`src/assert_macros.svh`:
```
// Assertion macros shared by the RTL of the radar packet deframer.
// Needs signals named clk and rst in the scope where a macro is used.
`ifndef ASSERT_MACROS_SVH
`define ASSERT_MACROS_SVH

// Same-cycle implication, off during reset.
`define RPDM_ASSERT_IMP(lbl, ante, cons, msg) \
  lbl: assert property (@(posedge clk) disable iff (rst) (ante) |-> (cons)) else $error(msg);

// Next-cycle implication, off during reset.
`define RPDM_ASSERT_NXT(lbl, ante, cons, msg) \
  lbl: assert property (@(posedge clk) disable iff (rst) (ante) |=> (cons)) else $error(msg);

`endif

```
`src/rpdm_pkg.sv`:
```
// Shared types and constants of the radar packet deframer and magnitude core.
// No dependencies; used by every module of the block.
package rpdm_pkg;

  localparam int QUEUE_DEPTH_LOG2 = 2;
  localparam int QUEUE_DEPTH      = 1 << QUEUE_DEPTH_LOG2;

  localparam int CFG_INDEX_W = 2;
  localparam int CFG_DATA_W  = 16;
  localparam logic [CFG_INDEX_W-1:0] CFG_MERGE     = 2'd0;
  localparam logic [CFG_INDEX_W-1:0] CFG_MAX_ANGLE = 2'd1;
  localparam logic [15:0] MAX_ANGLE_RESET = 16'd1999;

  localparam int HEADER_LEN = 16;
  localparam int ENTRY_LEN  = 12;
  localparam int FIRST_ENTRY_END = HEADER_LEN + ENTRY_LEN - 1;
  localparam logic [31:0] POS_LEN_END   = 32'd3;
  localparam logic [31:0] POS_ANGLE_END = 32'd13;
  localparam logic [31:0] POS_COUNT_END = 32'd15;
  localparam logic [3:0]  OFS_DIST_END  = 4'd3;
  localparam logic [3:0]  OFS_RE_END    = 4'd7;
  localparam logic [3:0]  OFS_IM_END    = 4'd11;

  localparam logic [31:0] FLT_MAX_BITS = 32'h7F7F_FFFF;

  typedef enum logic [1:0] {
    KIND_ENTRY   = 2'd0,
    KIND_SUMMARY = 2'd1,
    KIND_STOP    = 2'd2
  } kind_t;

  typedef enum logic [1:0] {
    JOB_ENTRY   = 2'd0,
    JOB_SUMMARY = 2'd1,
    JOB_STOP    = 2'd2
  } job_kind_t;

  typedef struct packed {
    job_kind_t   kind;
    logic        clear;
    logic        sum_after;
    logic [31:0] distance;
    logic [31:0] re;
    logic [31:0] im;
    logic [15:0] angle;
    logic        short_pkt;
  } job_t;

  typedef struct packed {
    logic [1:0]  kind;
    logic [31:0] distance;
    logic [31:0] intensity;
    logic [15:0] angle;
    logic [15:0] kept;
    logic        short_pkt;
    logic        last;
  } result_t;

  typedef enum logic [1:0] {
    B_IDLE = 2'd0,
    B_MAG  = 2'd1,
    B_PLAN = 2'd2,
    B_EMIT = 2'd3
  } back_state_t;

  typedef enum logic [2:0] {
    M_IDLE  = 3'd0,
    M_SQA   = 3'd1,
    M_SQB   = 3'd2,
    M_ALIGN = 3'd3,
    M_SQRT  = 3'd4,
    M_ROUND = 3'd5
  } mag_state_t;

  typedef struct packed {
    logic        start;
    logic [31:0] wa;
    logic [31:0] wb;
  } mag_req_t;

  typedef struct packed {
    logic        done;
    logic [31:0] value;
  } mag_rsp_t;

endpackage

```
`src/rpdm_front.sv`:
```
// Front end: byte parser of the packet stream, turns bytes into jobs.
// Depends on rpdm_pkg; feeds rpdm_job_queue.
module rpdm_front (
  input  logic            clk,
  input  logic            rst,
  input  logic            push,
  output logic            full,
  input  logic [7:0]      data_byte,
  input  logic            stream_start,
  input  logic [15:0]     max_angle,
  input  logic            q_full,
  output logic            q_push,
  output rpdm_pkg::job_t  q_job
);
  import rpdm_pkg::*;

  logic [31:0] pos, pos_next;
  logic [31:0] dlen, dlen_next;
  logic [31:0] fasm, fasm_next;
  logic [15:0] cnt, cnt_next;
  logic [15:0] ang, ang_next;
  logic [31:0] ent_d, ent_d_next;
  logic [31:0] re, re_next;
  logic [15:0] k, k_next;
  logic [3:0]  ofs, ofs_next;
  logic        shrt, shrt_next;
  logic        halted, halted_next;
  logic        pend_clr, pend_clr_next;
  logic        accept;

  assign full   = q_full;
  assign accept = push & ~q_full;

  always_comb begin : parse
    logic        stop;
    logic [33:0] need;
    pos_next      = pos;
    dlen_next     = dlen;
    fasm_next     = fasm;
    cnt_next      = cnt;
    ang_next      = ang;
    ent_d_next    = ent_d;
    re_next       = re;
    k_next        = k;
    ofs_next      = ofs;
    shrt_next     = shrt;
    halted_next   = halted;
    pend_clr_next = pend_clr;
    q_push        = 1'b0;
    q_job         = '0;
    stop          = 1'b0;
    need          = '0;
    if (accept) begin
      if (stream_start) begin
        pos_next      = '0;
        dlen_next     = '0;
        fasm_next     = '0;
        cnt_next      = '0;
        ang_next      = '0;
        ent_d_next    = '0;
        re_next       = '0;
        k_next        = '0;
        ofs_next      = '0;
        shrt_next     = 1'b0;
        halted_next   = 1'b0;
        pend_clr_next = 1'b1;
      end
      if (!halted_next) begin
        fasm_next = {data_byte, fasm_next[31:8]};
        if (pos_next == POS_LEN_END) begin
          dlen_next = (fasm_next < 32'(HEADER_LEN)) ? 32'(HEADER_LEN) : fasm_next;
        end else if (pos_next == POS_ANGLE_END) begin
          ang_next = fasm_next[31:16];
          if (ang_next > max_angle) begin
            stop        = 1'b1;
            halted_next = 1'b1;
            q_push      = 1'b1;
            q_job.kind  = JOB_STOP;
            q_job.angle = ang_next;
          end
        end else if (pos_next == POS_COUNT_END) begin
          cnt_next  = fasm_next[31:16];
          need      = 34'(cnt_next) * 34'(ENTRY_LEN) + 34'(HEADER_LEN);
          shrt_next = need > {2'b00, dlen_next};
          k_next    = '0;
          ofs_next  = '0;
          // no entry fits or none declared: summary right away
          if (cnt_next == 16'd0 || dlen_next <= 32'(FIRST_ENTRY_END)) begin
            q_push          = 1'b1;
            q_job.kind      = JOB_SUMMARY;
            q_job.angle     = ang_next;
            q_job.short_pkt = shrt_next;
          end
        end else if (pos_next > POS_COUNT_END && k_next < cnt_next) begin
          if (ofs_next == OFS_DIST_END) begin
            ent_d_next = fasm_next;
          end else if (ofs_next == OFS_RE_END) begin
            re_next = fasm_next;
          end else if (ofs_next == OFS_IM_END) begin
            q_push          = 1'b1;
            q_job.kind      = JOB_ENTRY;
            q_job.distance  = ent_d_next;
            q_job.re        = re_next;
            q_job.im        = fasm_next;
            q_job.angle     = ang_next;
            q_job.short_pkt = shrt_next;
            // last entry declared, or the next one would not fit
            q_job.sum_after = (17'(k_next) + 17'd1 == 17'(cnt_next)) ||
                              (33'(pos_next) + 33'(ENTRY_LEN) >= 33'(dlen_next));
            k_next          = k_next + 16'd1;
          end
          ofs_next = (ofs_next == OFS_IM_END) ? 4'd0 : ofs_next + 4'd1;
        end
        if (!stop) begin
          if (pos_next >= POS_COUNT_END && 33'(pos_next) + 33'd1 >= 33'(dlen_next)) begin
            pos_next  = '0;
            shrt_next = 1'b0;
            cnt_next  = '0;
            k_next    = '0;
          end else begin
            pos_next = pos_next + 32'd1;
          end
        end
      end
      if (q_push) begin
        q_job.clear   = pend_clr_next;
        pend_clr_next = 1'b0;
      end
    end
  end

  always_ff @(posedge clk) begin
    if (rst) begin
      pos      <= '0;
      dlen     <= '0;
      fasm     <= '0;
      cnt      <= '0;
      ang      <= '0;
      ent_d    <= '0;
      re       <= '0;
      k        <= '0;
      ofs      <= '0;
      shrt     <= 1'b0;
      halted   <= 1'b0;
      pend_clr <= 1'b0;
    end else begin
      pos      <= pos_next;
      dlen     <= dlen_next;
      fasm     <= fasm_next;
      cnt      <= cnt_next;
      ang      <= ang_next;
      ent_d    <= ent_d_next;
      re       <= re_next;
      k        <= k_next;
      ofs      <= ofs_next;
      shrt     <= shrt_next;
      halted   <= halted_next;
      pend_clr <= pend_clr_next;
    end
  end

endmodule

```
`src/rpdm_job_queue.sv`:
```
// Short job queue between the parser and the back end.
// Depends on rpdm_pkg for job_t and the queue depth.
module rpdm_job_queue (
  input  logic           clk,
  input  logic           rst,
  input  logic           push,
  input  rpdm_pkg::job_t din,
  output logic           full,
  input  logic           pop,
  output rpdm_pkg::job_t dout,
  output logic           empty
);
  import rpdm_pkg::*;

  job_t                      mem [QUEUE_DEPTH];
  logic [QUEUE_DEPTH_LOG2-1:0] wp, rp;
  logic [QUEUE_DEPTH_LOG2:0]   count;

  assign full  = count == (QUEUE_DEPTH_LOG2+1)'(QUEUE_DEPTH);
  assign empty = count == '0;
  assign dout  = mem[rp];

  always_ff @(posedge clk) begin
    if (push && !full) begin
      mem[wp] <= din;
    end
  end

  always_ff @(posedge clk) begin
    if (rst) begin
      wp    <= '0;
      rp    <= '0;
      count <= '0;
    end else begin
      if (push && !full) wp <= wp + 1'b1;
      if (pop && !empty) rp <= rp + 1'b1;
      count <= count + (QUEUE_DEPTH_LOG2+1)'(push && !full)
                     - (QUEUE_DEPTH_LOG2+1)'(pop && !empty);
    end
  end

endmodule

```
`src/rpdm_mag.sv`:
```
// Float32 magnitude sqrt(a*a+b*b), round to nearest even, iterative root.
// Depends on rpdm_pkg; one shared 24x24 squarer, one root bit per cycle.
module rpdm_mag (
  input  logic               clk,
  input  logic               rst,
  input  rpdm_pkg::mag_req_t req,
  output rpdm_pkg::mag_rsp_t rsp
);
  import rpdm_pkg::*;

  mag_state_t  state, state_next;
  logic [23:0] ma, mb;
  logic [7:0]  ea, eb;
  logic [47:0] asq, bsq;
  logic [63:0] s;
  logic [34:0] rem;
  logic [31:0] root;
  logic [4:0]  iter;
  logic        sticky;
  logic [31:0] value;
  logic        done;

  logic [23:0] ua_m, ub_m;
  logic [7:0]  ua_e, ub_e;
  logic        swap, both_zero;
  logic [23:0] sq_op;
  logic [47:0] prod;
  logic [63:0] s_al;
  logic        st_al;
  logic [34:0] rem_sh, trial;
  logic [31:0] rnd_value;

  assign rsp.done  = done;
  assign rsp.value = value;

  always_comb begin
    ua_m = (req.wa[30:23] == 8'd0) ? 24'd0 :
           (req.wa[30:23] == 8'hFF) ? 24'hFF_FFFF : {1'b1, req.wa[22:0]};
    ua_e = (req.wa[30:23] == 8'hFF) ? 8'd254 : req.wa[30:23];
    ub_m = (req.wb[30:23] == 8'd0) ? 24'd0 :
           (req.wb[30:23] == 8'hFF) ? 24'hFF_FFFF : {1'b1, req.wb[22:0]};
    ub_e = (req.wb[30:23] == 8'hFF) ? 8'd254 : req.wb[30:23];
    swap      = (ua_m == 24'd0) || (ub_m != 24'd0 && ub_e > ua_e);
    both_zero = (ua_m == 24'd0) && (ub_m == 24'd0);
  end

  assign sq_op = (state == M_SQA) ? ma : mb;
  assign prod  = 48'(sq_op) * 48'(sq_op);

  // Line up the smaller square under the larger one.
  always_comb begin : align
    logic [8:0] d;
    logic [8:0] kk;
    logic [63:0] a_sh;
    d     = {ea - eb, 1'b0};
    kk    = d - 9'd14;
    a_sh  = {2'b00, asq, 14'd0};
    s_al  = a_sh;
    st_al = 1'b0;
    if (mb != 24'd0) begin
      if (d <= 9'd14) begin
        s_al = a_sh + ({16'd0, bsq} << 4'(9'd14 - d));
      end else if (kk >= 9'd48) begin
        st_al = 1'b1;
      end else begin
        st_al = |(bsq & ((48'd1 << kk[5:0]) - 48'd1));
        s_al  = a_sh + 64'(bsq >> kk[5:0]);
      end
    end
  end

  assign rem_sh = {rem[32:0], s[63:62]};
  assign trial  = {1'b0, root, 2'b01};

  // Root lies in [2^30, 2^32): only two normalisation cases.
  always_comb begin : round
    logic [23:0] mant0, mant;
    logic [7:0]  rbits, half;
    logic [3:0]  sh;
    logic        up;
    logic [24:0] m25;
    logic [9:0]  biased;
    if (root[31]) begin
      mant0 = root[31:8];
      rbits = root[7:0];
      half  = 8'h80;
      sh    = 4'd8;
    end else begin
      mant0 = root[30:7];
      rbits = {1'b0, root[6:0]};
      half  = 8'h40;
      sh    = 4'd7;
    end
    up  = (rbits > half) ||
          (rbits == half && (sticky || rem != '0 || mant0[0]));
    m25 = {1'b0, mant0} + 25'(up);
    if (m25[24]) begin
      mant = m25[24:1];
      sh   = sh + 4'd1;
    end else begin
      mant = m25[23:0];
    end
    biased = 10'(sh) + 10'(ea) - 10'd7;
    if (biased >= 10'd255) rnd_value = FLT_MAX_BITS;
    else                   rnd_value = {1'b0, biased[7:0], mant[22:0]};
  end

  always_comb begin
    state_next = state;
    case (state)
      M_IDLE:  if (req.start && !both_zero) state_next = M_SQA;
      M_SQA:   state_next = M_SQB;
      M_SQB:   state_next = M_ALIGN;
      M_ALIGN: state_next = M_SQRT;
      M_SQRT:  if (iter == 5'd31) state_next = M_ROUND;
      M_ROUND: state_next = M_IDLE;
      default: state_next = M_IDLE;
    endcase
  end

  always_ff @(posedge clk) begin
    if (rst) state <= M_IDLE;
    else     state <= state_next;
  end

  always_ff @(posedge clk) begin
    if (rst) begin
      done <= 1'b0;
    end else begin
      done <= (state == M_ROUND) || (state == M_IDLE && req.start && both_zero);
    end
  end

  always_ff @(posedge clk) begin
    case (state)
      M_IDLE: begin
        if (req.start) begin
          ma    <= swap ? ub_m : ua_m;
          ea    <= swap ? ub_e : ua_e;
          mb    <= swap ? ua_m : ub_m;
          eb    <= swap ? ua_e : ub_e;
          value <= '0;
        end
      end
      M_SQA: asq <= prod;
      M_SQB: bsq <= prod;
      M_ALIGN: begin
        s      <= s_al;
        sticky <= st_al;
        rem    <= '0;
        root   <= '0;
        iter   <= '0;
      end
      M_SQRT: begin
        if (rem_sh >= trial) begin
          rem  <= rem_sh - trial;
          root <= {root[30:0], 1'b1};
        end else begin
          rem  <= rem_sh;
          root <= {root[30:0], 1'b0};
        end
        s    <= {s[61:0], 2'b00};
        iter <= iter + 5'd1;
      end
      M_ROUND: value <= rnd_value;
      default: ;
    endcase
  end

endmodule

```
`src/rpdm_back.sv`:
```
// Back end: magnitude, equal-distance merge, summaries and the result queue.
// Depends on rpdm_pkg and rpdm_mag; takes jobs from rpdm_job_queue.
module rpdm_back (
  input  logic              clk,
  input  logic              rst,
  input  logic              merge_en,
  input  logic              q_empty,
  output logic              q_pop,
  input  rpdm_pkg::job_t    q_job,
  output logic              empty,
  input  logic              pop,
  output rpdm_pkg::result_t res
);
  import rpdm_pkg::*;

  back_state_t state, state_next;
  job_t        job, job_next;
  logic [31:0] held_d, held_d_next;
  logic [31:0] held_i, held_i_next;
  logic        held_v, held_v_next;
  logic [15:0] emitted, emitted_next;
  result_t     slot [3];
  result_t     slot_next [3];
  logic [2:0]  slot_v, slot_v_next;

  result_t                     omem [QUEUE_DEPTH];
  logic [QUEUE_DEPTH_LOG2-1:0] owp, orp;
  logic [QUEUE_DEPTH_LOG2:0]   ocount;
  logic                        ofull, owr;
  result_t                     odata;

  mag_req_t mreq;
  mag_rsp_t mrsp;

  rpdm_mag u_mag (
    .clk (clk),
    .rst (rst),
    .req (mreq),
    .rsp (mrsp)
  );

  assign mreq.start = (state == B_IDLE) && !q_empty && (q_job.kind == JOB_ENTRY);
  assign mreq.wa    = q_job.re;
  assign mreq.wb    = q_job.im;

  assign ofull = ocount == (QUEUE_DEPTH_LOG2+1)'(QUEUE_DEPTH);
  assign empty = ocount == '0;
  assign res   = omem[orp];

  always_comb begin : control
    logic [15:0] n_ent;
    logic [1:0]  pick;
    result_t     er;
    state_next   = state;
    job_next     = job;
    held_d_next  = held_d;
    held_i_next  = held_i;
    held_v_next  = held_v;
    emitted_next = emitted;
    slot_next    = slot;
    slot_v_next  = slot_v;
    q_pop        = 1'b0;
    owr          = 1'b0;
    odata        = '0;
    n_ent        = '0;
    pick         = 2'd0;
    er           = '0;
    case (state)
      B_IDLE: begin
        if (!q_empty) begin
          q_pop    = 1'b1;
          job_next = q_job;
          if (q_job.clear) begin
            held_v_next  = 1'b0;
            emitted_next = '0;
          end
          state_next = (q_job.kind == JOB_ENTRY) ? B_MAG : B_PLAN;
        end
      end
      B_MAG: begin
        if (mrsp.done) state_next = B_PLAN;
      end
      B_PLAN: begin
        slot_v_next = '0;
        slot_next[0] = '0;
        slot_next[1] = '0;
        slot_next[2] = '0;
        er.kind = KIND_ENTRY;
        if (job.kind == JOB_ENTRY) begin
          if (merge_en) begin
            if (held_v && held_d == job.distance) begin
              if (mrsp.value > held_i) held_i_next = mrsp.value;
            end else begin
              if (held_v) begin
                slot_v_next[0] = 1'b1;
                slot_next[0]   = er;
                slot_next[0].distance  = held_d;
                slot_next[0].intensity = held_i;
              end
              held_d_next = job.distance;
              held_i_next = mrsp.value;
              held_v_next = 1'b1;
            end
          end else begin
            if (held_v) begin
              slot_v_next[0] = 1'b1;
              slot_next[0]   = er;
              slot_next[0].distance  = held_d;
              slot_next[0].intensity = held_i;
              held_v_next    = 1'b0;
            end
            slot_v_next[1] = 1'b1;
            slot_next[1]   = er;
            slot_next[1].distance  = job.distance;
            slot_next[1].intensity = mrsp.value;
          end
          if (job.sum_after) begin
            // flush what is held ahead of the summary
            if (held_v_next) begin
              slot_v_next[1] = 1'b1;
              slot_next[1]   = er;
              slot_next[1].distance  = held_d_next;
              slot_next[1].intensity = held_i_next;
              held_v_next    = 1'b0;
            end
            n_ent = emitted + 16'(slot_v_next[0]) + 16'(slot_v_next[1]);
            slot_v_next[2]         = 1'b1;
            slot_next[2].kind      = KIND_SUMMARY;
            slot_next[2].angle     = job.angle;
            slot_next[2].kept      = n_ent;
            slot_next[2].short_pkt = job.short_pkt;
            emitted_next           = '0;
          end else begin
            emitted_next = emitted + 16'(slot_v_next[0]) + 16'(slot_v_next[1]);
          end
        end else if (job.kind == JOB_SUMMARY) begin
          slot_v_next[2]         = 1'b1;
          slot_next[2].kind      = KIND_SUMMARY;
          slot_next[2].angle     = job.angle;
          slot_next[2].short_pkt = job.short_pkt;
          held_v_next            = 1'b0;
          emitted_next           = '0;
        end else begin
          slot_v_next[2]     = 1'b1;
          slot_next[2].kind  = KIND_STOP;
          slot_next[2].angle = job.angle;
        end
        state_next = (slot_v_next == 3'b000) ? B_IDLE : B_EMIT;
      end
      B_EMIT: begin
        pick = slot_v[0] ? 2'd0 : (slot_v[1] ? 2'd1 : 2'd2);
        if (!ofull) begin
          owr               = 1'b1;
          slot_v_next[pick] = 1'b0;
          odata             = slot[pick];
          odata.last        = (slot_v_next == 3'b000);
          if (slot_v_next == 3'b000) state_next = B_IDLE;
        end
      end
      default: state_next = B_IDLE;
    endcase
  end

  always_ff @(posedge clk) begin
    if (rst) begin
      state   <= B_IDLE;
      held_v  <= 1'b0;
      emitted <= '0;
      slot_v  <= '0;
      held_d  <= '0;
      held_i  <= '0;
    end else begin
      state   <= state_next;
      held_v  <= held_v_next;
      emitted <= emitted_next;
      slot_v  <= slot_v_next;
      held_d  <= held_d_next;
      held_i  <= held_i_next;
    end
  end

  always_ff @(posedge clk) begin
    job  <= job_next;
    slot <= slot_next;
  end

  always_ff @(posedge clk) begin
    if (owr) omem[owp] <= odata;
  end

  always_ff @(posedge clk) begin
    if (rst) begin
      owp    <= '0;
      orp    <= '0;
      ocount <= '0;
    end else begin
      if (owr) owp <= owp + 1'b1;
      if (pop && !empty) orp <= orp + 1'b1;
      ocount <= ocount + (QUEUE_DEPTH_LOG2+1)'(owr)
                       - (QUEUE_DEPTH_LOG2+1)'(pop && !empty);
    end
  end

endmodule

```
`src/radar_packet_deframer_magnitude_core.sv`:
```
// Radar packet deframer with float32 magnitude. Bytes go in one per cycle
// while the four-job queue between parser and back end has room; the parser
// turns each complete entry into one job. The back end takes one job at a
// time; for an entry it runs two squarings on one shared 24x24 multiplier, an
// alignment step, the bit-per-cycle square root and rounding, then writes the
// results into a four-deep result queue, waiting while that queue is full.
// Full rises whenever the job queue fills. No clearing pass follows reset.
// Depends on rpdm_pkg, rpdm_front, rpdm_job_queue, rpdm_back, assert_macros.svh.
`include "assert_macros.svh"

module radar_packet_deframer_magnitude_core (
  input  logic                           clk,
  input  logic                           rst,
  input  logic                           push,
  output logic                           full,
  input  logic [7:0]                     data_byte,
  input  logic                           stream_start,
  output logic                           empty,
  input  logic                           pop,
  output logic [1:0]                     kind,
  output logic signed [31:0]             distance,
  output logic [31:0]                    intensity_bits,
  output logic [15:0]                    angle,
  output logic [15:0]                    kept_count,
  output logic                           short_packet,
  output logic                           last,
  input  logic                           cfg_valid,
  output logic                           cfg_ready,
  input  logic [rpdm_pkg::CFG_INDEX_W-1:0] cfg_index,
  input  logic [rpdm_pkg::CFG_DATA_W-1:0]  cfg_data
);
  import rpdm_pkg::*;

  logic        merge_en;
  logic [15:0] max_angle;
  logic        q_push, q_full, q_pop, q_empty;
  job_t        q_in, q_out;
  result_t     res;

  assign cfg_ready = 1'b1;

  always_ff @(posedge clk) begin
    if (rst) begin
      merge_en  <= 1'b0;
      max_angle <= MAX_ANGLE_RESET;
    end else if (cfg_valid && cfg_ready) begin
      case (cfg_index)
        CFG_MERGE:     merge_en  <= cfg_data[0];
        CFG_MAX_ANGLE: max_angle <= cfg_data[15:0];
        default: ;
      endcase
    end
  end

  rpdm_front u_front (
    .clk          (clk),
    .rst          (rst),
    .push         (push),
    .full         (full),
    .data_byte    (data_byte),
    .stream_start (stream_start),
    .max_angle    (max_angle),
    .q_full       (q_full),
    .q_push       (q_push),
    .q_job        (q_in)
  );

  rpdm_job_queue u_queue (
    .clk   (clk),
    .rst   (rst),
    .push  (q_push),
    .din   (q_in),
    .full  (q_full),
    .pop   (q_pop),
    .dout  (q_out),
    .empty (q_empty)
  );

  rpdm_back u_back (
    .clk      (clk),
    .rst      (rst),
    .merge_en (merge_en),
    .q_empty  (q_empty),
    .q_pop    (q_pop),
    .q_job    (q_out),
    .empty    (empty),
    .pop      (pop),
    .res      (res)
  );

  assign kind           = res.kind;
  assign distance       = res.distance;
  assign intensity_bits = res.intensity;
  assign angle          = res.angle;
  assign kept_count     = res.kept;
  assign short_packet   = res.short_pkt;
  assign last           = res.last;

  `RPDM_ASSERT_IMP(a_job_no_overflow, q_push, !q_full, "job pushed into a full queue")
  `RPDM_ASSERT_IMP(a_summary_last, !empty && kind == KIND_SUMMARY, last, "summary not last")
  `RPDM_ASSERT_IMP(a_stop_last, !empty && kind == KIND_STOP, last && kept_count == 16'd0,
                   "stop result malformed")
  `RPDM_ASSERT_IMP(a_entry_clean, !empty && kind == KIND_ENTRY,
                   angle == 16'd0 && kept_count == 16'd0 && !short_packet,
                   "entry result carries summary fields")
  `RPDM_ASSERT_NXT(a_accept_full_stall, push && !full && q_push && q_pop == 1'b0 && q_empty,
                   !q_empty, "accepted job lost")

endmodule

```
`config.mk`:
```
export PLATFORM = sky130hd
export DESIGN_NAME = radar_packet_deframer_magnitude_core
export DESIGN_NICKNAME = d
export VERILOG_FILES = /design/src/rpdm_pkg.sv /design/src/rpdm_front.sv /design/src/rpdm_job_queue.sv /design/src/rpdm_mag.sv /design/src/rpdm_back.sv /design/src/radar_packet_deframer_magnitude_core.sv
export VERILOG_INCLUDE_DIRS = /design/src /design/src/src
export SDC_FILE = /design/constraint.sdc
export NUM_CORES = 2
export LEC_CHECK = 0
export BUFFER_PORTS_ARGS = -buffer_cell sky130_fd_sc_hd__buf_4
export CORE_ASPECT_RATIO = 1.2
export CORE_UTILIZATION = 58
export CTS_CLUSTER_SIZE = 25
export DETAILED_ROUTE_END_ITERATION = 12
export PLACE_DENSITY = 0.74
export REMOVE_ABC_BUFFERS = 1
export SYNTH_ARGS = -nofsm -noshare
export SYNTH_HDL_FRONTEND = slang
export SYNTH_SLANG_ARGS = --single-unit
```
`constraint.sdc`:
```
create_clock -name clk -period 13.5 [get_ports clk]
set_input_delay 2.7 -clock clk [delete_from_list [all_inputs] [get_ports clk]]
set_output_delay 2.7 -clock clk [all_outputs]
set_load 0.005 [all_outputs]
```
**Yosys cells after proc, flatten, opt, wreduce, memory -nomap -nowiden**

Memory sizes are Yosys's and may differ from the RTL's. A register that Yosys moved wholly into a read port is not among the register bits.
Cells that the tools add are included.

- $add $sub $neg: 30
- Multipliers: 2
- Div/mod/pow operators: 0
- Order comparisons: 19
- Equal/unequal tests: 33
- Shift operators: 3
- Multiplexer cells: 224
- Bitwise operators: 8
- Reduce and logical (&&, ||, !) cells: 60

Operator list:

| cell | number |
|---|---|
| 32-bit two-way mux | 36 |
| 114-bit two-way mux | 6 |
| 100-bit two-way mux | 6 |
| 16-bit two-way mux | 32 |
| 98-bit two-way mux | 3 |
| 100-bit binary-select mux with 2-bit select | 1 |
| 97-bit two-way mux | 2 |
| 64-bit two-way mux | 3 |
| 24-bit two-way mux | 6 |
| 62-bit by 64-bit adder with 64-bit output | 2 |
| 32-bit one-hot mux with 2 select lines | 2 |
| 64-bit one-hot mux with 2 select lines | 1 |
| 117-bit two-way mux | 1 |
| 102-bit two-way mux | 1 |
| 35-bit one-hot mux with 2 select lines | 1 |
| 23-bit two-way mux | 3 |
| 1-bit two-way mux | 68 |
| 33-bit by 32-bit greater-or-equal comparator with 1-bit output | 2 |
| 32-bit by 4-bit == test with 1-bit output (second input constant) | 2 |
| 48-bit by 4-bit left shift with 64-bit output | 1 |
| 48-bit by 6-bit >> shifter with 64-bit output | 1 |
| 16-bit by 1-bit adder with 16-bit output | 3 |
| 48-bit bitwise AND | 1 |
| 24-bit logical NOT | 2 |
| 89 further kinds | 193 |

- Register bits after elaboration: 944
- Latch bits: 0
- RAM bits: 868
- ROM bits: 0
- Bits of input ports: 32
- Output and inout port bits: 103
- Logic and storage cells: 444
- Memories: 2

Memories:

| name | depth | width | read ports | clocked after memory_dff | wr ports | RTL line | text |
|---|---|---|---|---|---|---|---|
| u_queue.mem | 4 | 117 | 1 | 1 | 1 | rpdm_job_queue.sv:15 | `job_t mem [QUEUE_DEPTH];` |
| u_back.omem | 4 | 100 | 1 | 1 | 1 | rpdm_back.sv:26 | `result_t omem [QUEUE_DEPTH];` |

**Depth between registers and ports, before layout**

- Word-level depth: 18
- Gate-level depth with buffers: 36
- Mapped depth without buffers: 31

**By module**

From an unflattened synthesis, not the netlist that was laid out.

- Cell total of the unflattened synthesis: 9524
- Area, all modules: 105914.1 µm²

Modules (own cells, without submodules):

| module | instances | cells an instance | area an instance (µm²) | seq. area each (µm²) |
|---|---|---|---|---|
| rpdm_mag | 1 | 4943 | 43249.0 | 9869.5 |
| rpdm_back | 1 | 1852 | 29376.9 | 20369.5 |
| rpdm_job_queue | 1 | 662 | 17310.4 | 14233.7 |
| rpdm_front | 1 | 1990 | 15229.6 | 4144.0 |
| radar_packet_deframer_magnitude_core | 1 | 77 | 748.2 | 340.3 |

**Worst setup path after synthesis**

Ideal clock, no wire load.

- Kind: reg2reg
- From: reg u_back.state[1]
- To: reg u_back.u_mag.value[0] (enable)
- Library setup time: 0.392 ns
- Arrival: 11.961 ns
- Required time: 13.108 ns
- Path slack: 1.148 ns
- Stages on the path, launching flop included: 6
- Buffers on the path: 1
- Clock period less this slack: 12.352 ns
- Cell sequence: dfxtp_1 > clkbuf_1 > nor3_1 > nand2_1 > nor4_1 > nand2b_1

- Cells in the longest elaborated chain, start to end: 5

RTL lines:

| what | RTL line | text |
|---|---|---|
| start, declared | rpdm_back.sv:16 | `back_state_t state, state_next;` |
| start signal, assigned | rpdm_back.sv:173 | `state <= state_next;` |
| 2-bit logical NOT | rpdm_back.sv:42 | `assign mreq.start = (state == B_IDLE) && !q_empty && (q_job.kind == JOB_ENTRY);` |
| 1-bit logical AND (2 in a row) | rpdm_back.sv:42 |  |
| 2-bit != test (no line) | - |  |
| 2-bit AND reduction (no line) | - |  |
| end signal, assigned | rpdm_mag.sv:165 | `M_ROUND: value <= rnd_value;` |
| end, declared | rpdm_mag.sv:20 | `logic [31:0] value;` |

No other way between the ends.
A chain may end at the register's enable or synchronous reset.

**Worst setup path after layout**

- From: reg u_back.u_mag.state[0]
- To: reg u_back.u_mag.bsq[38] (data pin)

- Cells in the longest elaborated chain, start to end: 3

RTL lines:

| what | RTL line | text |
|---|---|---|
| start, declared | rpdm_mag.sv:11 | `mag_state_t state, state_next;` |
| start signal, assigned | rpdm_mag.sv:123 | `else state <= state_next;` |
| 3-bit by 1-bit == test with 1-bit output | rpdm_mag.sv:47 | `assign sq_op = (state == M_SQA) ? ma : mb;` |
| 24-bit two-way mux | rpdm_mag.sv:47 |  |
| 24-bit by 24-bit multiplier with 48-bit output | rpdm_mag.sv:48 | `assign prod = 48'(sq_op) * 48'(sq_op);` |
| named net u_back.u_mag.prod[38] | rpdm_mag.sv:27 | `logic [47:0] prod;` |
| end signal, assigned | rpdm_mag.sv:146 | `M_SQB: bsq <= prod;` |
| end, declared | rpdm_mag.sv:14 | `logic [47:0] asq, bsq;` |

The timed path passes the listed nets, and every way through them passes these cells.

==> impl_metrics.env <==
export IMPL_status="complete, but fails checks"
export IMPL_violations="max-capacitance violations, max-slew violations"
export IMPL_die_w_um=392.2
export IMPL_drt_iter0_drc=7892
export IMPL_yosysWarningCount=0
export IMPL_io_pins=135
export IMPL_grt_busiest_layer="met2"
export IMPL_cts_buffers=169
export IMPL_netlist_instances=9658
export IMPL_core_area_um2=181200
export IMPL_synth_area_leaders="edfxtp_1, fa_1, dfxtp_1"
export IMPL_grt_overflow_total=0
export IMPL_syn_cell_area_um2=105900
export IMPL_drc_errors=0
export IMPL_critical_path_arrival_ns=10.52
export IMPL_clock_skew_ns=0.06422
export IMPL_slew_viol_final=7
export IMPL_ys_seq_area_share_pct=45.97
export IMPL_instances_no_fill=12120
export IMPL_vias=77360
export IMPL_ant_nets=0
export IMPL_hpwl_um=214700
export IMPL_cts_repair_resize_count=0
export IMPL_syn_avg_cell_area_um2=10.97
export IMPL_layout_commonest_cell="edfxtp_1"
export IMPL_critPathLaunchType="register"
export IMPL_hold_class="register to register"
export IMPL_place_gp_congestion=1.004
export IMPL_setup_viol=0
export IMPL_irDropWorstVdd_v=0.0001270
export IMPL_yosys_area_top_type="edfxtp_1"
export IMPL_synthFlopType="edfxtp_1"
export IMPL_fillers=14040
export IMPL_worst_pin_slew_ns=1.535
export IMPL_path_class="register to register"
export IMPL_ctsHtreeMaxLevel=4
export IMPL_wirelength_um=300500
export IMPL_cts_root_buf="clkbuf_16"
export IMPL_cts_buffer_depth=3
export IMPL_yosysTopAreaCellShare_pct=39.71
export IMPL_synth_cell_types=99
export IMPL_r2r_slack_ns=3.51
export IMPL_cts_setup_buffers=0
export IMPL_grt_max_degree=123
export IMPL_relSlewSlack_pct=-3.280
export IMPL_dp_slack_ns=3.617
export IMPL_met2_usage_pct=52.02
export IMPL_synth_async_reset_ratio_pct=0
export IMPL_seqCellArea_um2=48720
export IMPL_power_density_nw_per_um2=98.26
export IMPL_finish_utilization_pct=63.41
export IMPL_io_buffers=133
export IMPL_drv_cap=1
export IMPL_total_power_uw=11290
export IMPL_grtUsageMet1_pct=44.23
export IMPL_p_leak_uw=0.04262
export IMPL_row_count=171
export IMPL_cp_end_kind="register"
export IMPL_finalCriticalPeriod_ns=9.986
export IMPL_worstPathRequired_ns=14.04
export IMPL_grt_pass1_vias=76090
export IMPL_fmax_mhz=100.1
export IMPL_hold_buffers=0
export IMPL_clock_sinks=1732
export IMPL_layout_drive_gt1_share_pct=9.371
export IMPL_layout_common_cells="edfxtp_1, nor2_1, nand2_1"
export IMPL_clk_latency_ns=0.84
export IMPL_drt_first_pass_iters=7
export IMPL_area_growth_pct=8.467
export IMPL_cts_tree="built"
export IMPL_die_area_um2=184400
export IMPL_start_util_pct=58.46
export IMPL_critPathMaxFanout=30
export IMPL_globalRouteMet3Util_pct=4.891
export IMPL_ys_ff_latch=1732
export IMPL_rsz0062_at_grt="no"
export IMPL_die_h_um=470.2
export IMPL_fin_nets=10540
export IMPL_min_period_over_period_pct=73.97
export IMPL_final_setup_worst_slack_ns=3.514
export IMPL_path_clk_slew_ns=0.06
export IMPL_grt_pass1_wl_um=456100
export IMPL_synth_edf_count=1401
export IMPL_hold_viol_final=0
export IMPL_multi_input_area_um2=52440
export IMPL_track_usage_pct=32.28
export IMPL_dp_cells=11810
export IMPL_vias_per_cell=6.381
export IMPL_antenna_found_initial=6
export IMPL_post_drt_wl_per_cell_um=24.79
critical path, cell delays in order (launching register included):
cell	delay (ns)
dfxtp_1	0.54
nor3b_2	0.23
buf_4	0.42
mux2i_1	0.66
clkinv_1	0.93
fa_1	0.74
fa_1	0.55
inv_1	0.06
fa_1	0.49
fa_1	0.51
inv_1	0.05
fa_1	0.47
fa_1	0.54
inv_1	0.05
fa_1	0.53
inv_1	0.04
ha_1	0.36
a21o_1	0.18
a21o_1	0.17
a21oi_1	0.33
nand4_1	0.14
a41oi_1	0.33
nor3b_1	0.10
o41a_1	0.42
or2_2	0.35
o311ai_0	0.49
synthesized netlist by cell type, types with 25 or more instances:
cell and number:
nor2b_1 113, buf_1 77, clkbuf_1 435, nand3_1 143, a21o_1 156, o21a_1 48, o211ai_1 71, nand2_1 843
ha_1 516, mux4_2 233, a221o_1 36, xor2_1 150, mux2_2 50, fa_1 434, nor4_1 63, or3_1 54
a21oi_1 493, and3_1 175, nand2b_1 104, o31ai_1 25, or2_2 31, nand4_1 90, nor3_1 136, a22oi_1 119
xnor2_1 199, o22ai_1 46, dfxtp_1 331, a31oi_1 84, o21ai_0 354, a22o_1 92, nor2_1 915, a32o_1 38
o21bai_1 36, inv_1 809, mux2i_1 160, nor3b_1 41, a211oi_1 125, and2_1 109, edfxtp_1 1401
power breakdown:
part	internal (uW)	total [uW]	switching (uW)
Clock	2740	4840	2100
Combinational	317	664	347
Sequential	5730	5790	53.1
Total	8790	11300	2500
metrics by stage:
stage	area, um2	hold slack (ns)	TNS [ns]
5_1_grt	114900	0.4786	0
2_1_floorplan	103900	0.4168	-73.25
3_5_place_dp	109200	0.4405	0
3_3_place_gp	109200	0.4328	0
6_report	114900	0.4557	0
4_1_cts	114900	0.4556	0
sequential cells by signal, summed over array words and instances, names as in the netlist, 24 cells and up, named ones only:
| name | count |
|---|---|
| u_back.held_d | 32 |
| u_back.held_i | 32 |
| u_back.job | 52 |
| u_back.omem | 400 |
| u_back.slot | 163 |
| u_back.u_mag.asq | 47 |
| u_back.u_mag.bsq | 47 |
| u_back.u_mag.ma | 24 |
| u_back.u_mag.mb | 24 |
| u_back.u_mag.rem | 35 |
| u_back.u_mag.root | 32 |
| u_back.u_mag.s | 64 |
| u_back.u_mag.value | 31 |
| u_front.dlen | 32 |
| u_front.ent_d | 32 |
| u_front.fasm | 24 |
| u_front.pos | 32 |
| u_front.re | 31 |
| u_queue.mem | 460 |
path summary, 6_finish.rpt:
path | depth (start not counted) | to | from
worst max-delay path | 25 | u_back.u_mag.bsq[38] | u_back.u_mag.state[0]
worst min-delay path | 2 | u_front.ent_d[17] | u_front.ent_d[17]
worst max register to register | 25 | u_back.u_mag.bsq[38] | u_back.u_mag.state[0]
worst min register to register | 2 | u_front.ent_d[17] | u_front.ent_d[17]
metal layers:
| layer | wire [um] | vias to the layer above |
|---|---|---|
| li1 | - | 34610 |
| met1 | 120400 | 38240 |
| met2 | 141500 | 3789 |
| met3 | 26490 | 722 |
| met4 | 12050 | 6 |
| met5 | 70 | - |
cell families (layout without fill, tap and decap cells):
| kind of cell | after synthesis | in the layout | share of synthesized area, % |
|---|---|---|---|
| other cells | 1 | 3 | 0.003540 |
| flops | 1732 | 1732 | 45.97 |
| fa+ha+maj | 951 | 951 | 14.30 |
| buf+inv | 1346 | 1387 | 4.807 |
| compound gates | 1949 | 1949 | 12.23 |
| mux | 444 | 444 | 7.009 |
| xor+xnor | 353 | 353 | 2.966 |
| simple gates | 2882 | 2882 | 12.72 |
final cells by class:
cell class | count | share of cell area, %
multi-input cells | 6581 | 45.63
flip-flops and latches | 1732 | 42.39
clock buffers | 237 | 4.097
inverters | 817 | 2.673
well taps | 2422 | 2.637
repair buffers | 254 | 1.666
clock inverters | 79 | 0.9005
diodes | 1 | 0.002178
No activity file was read; power rests on OpenSTA's default activity.
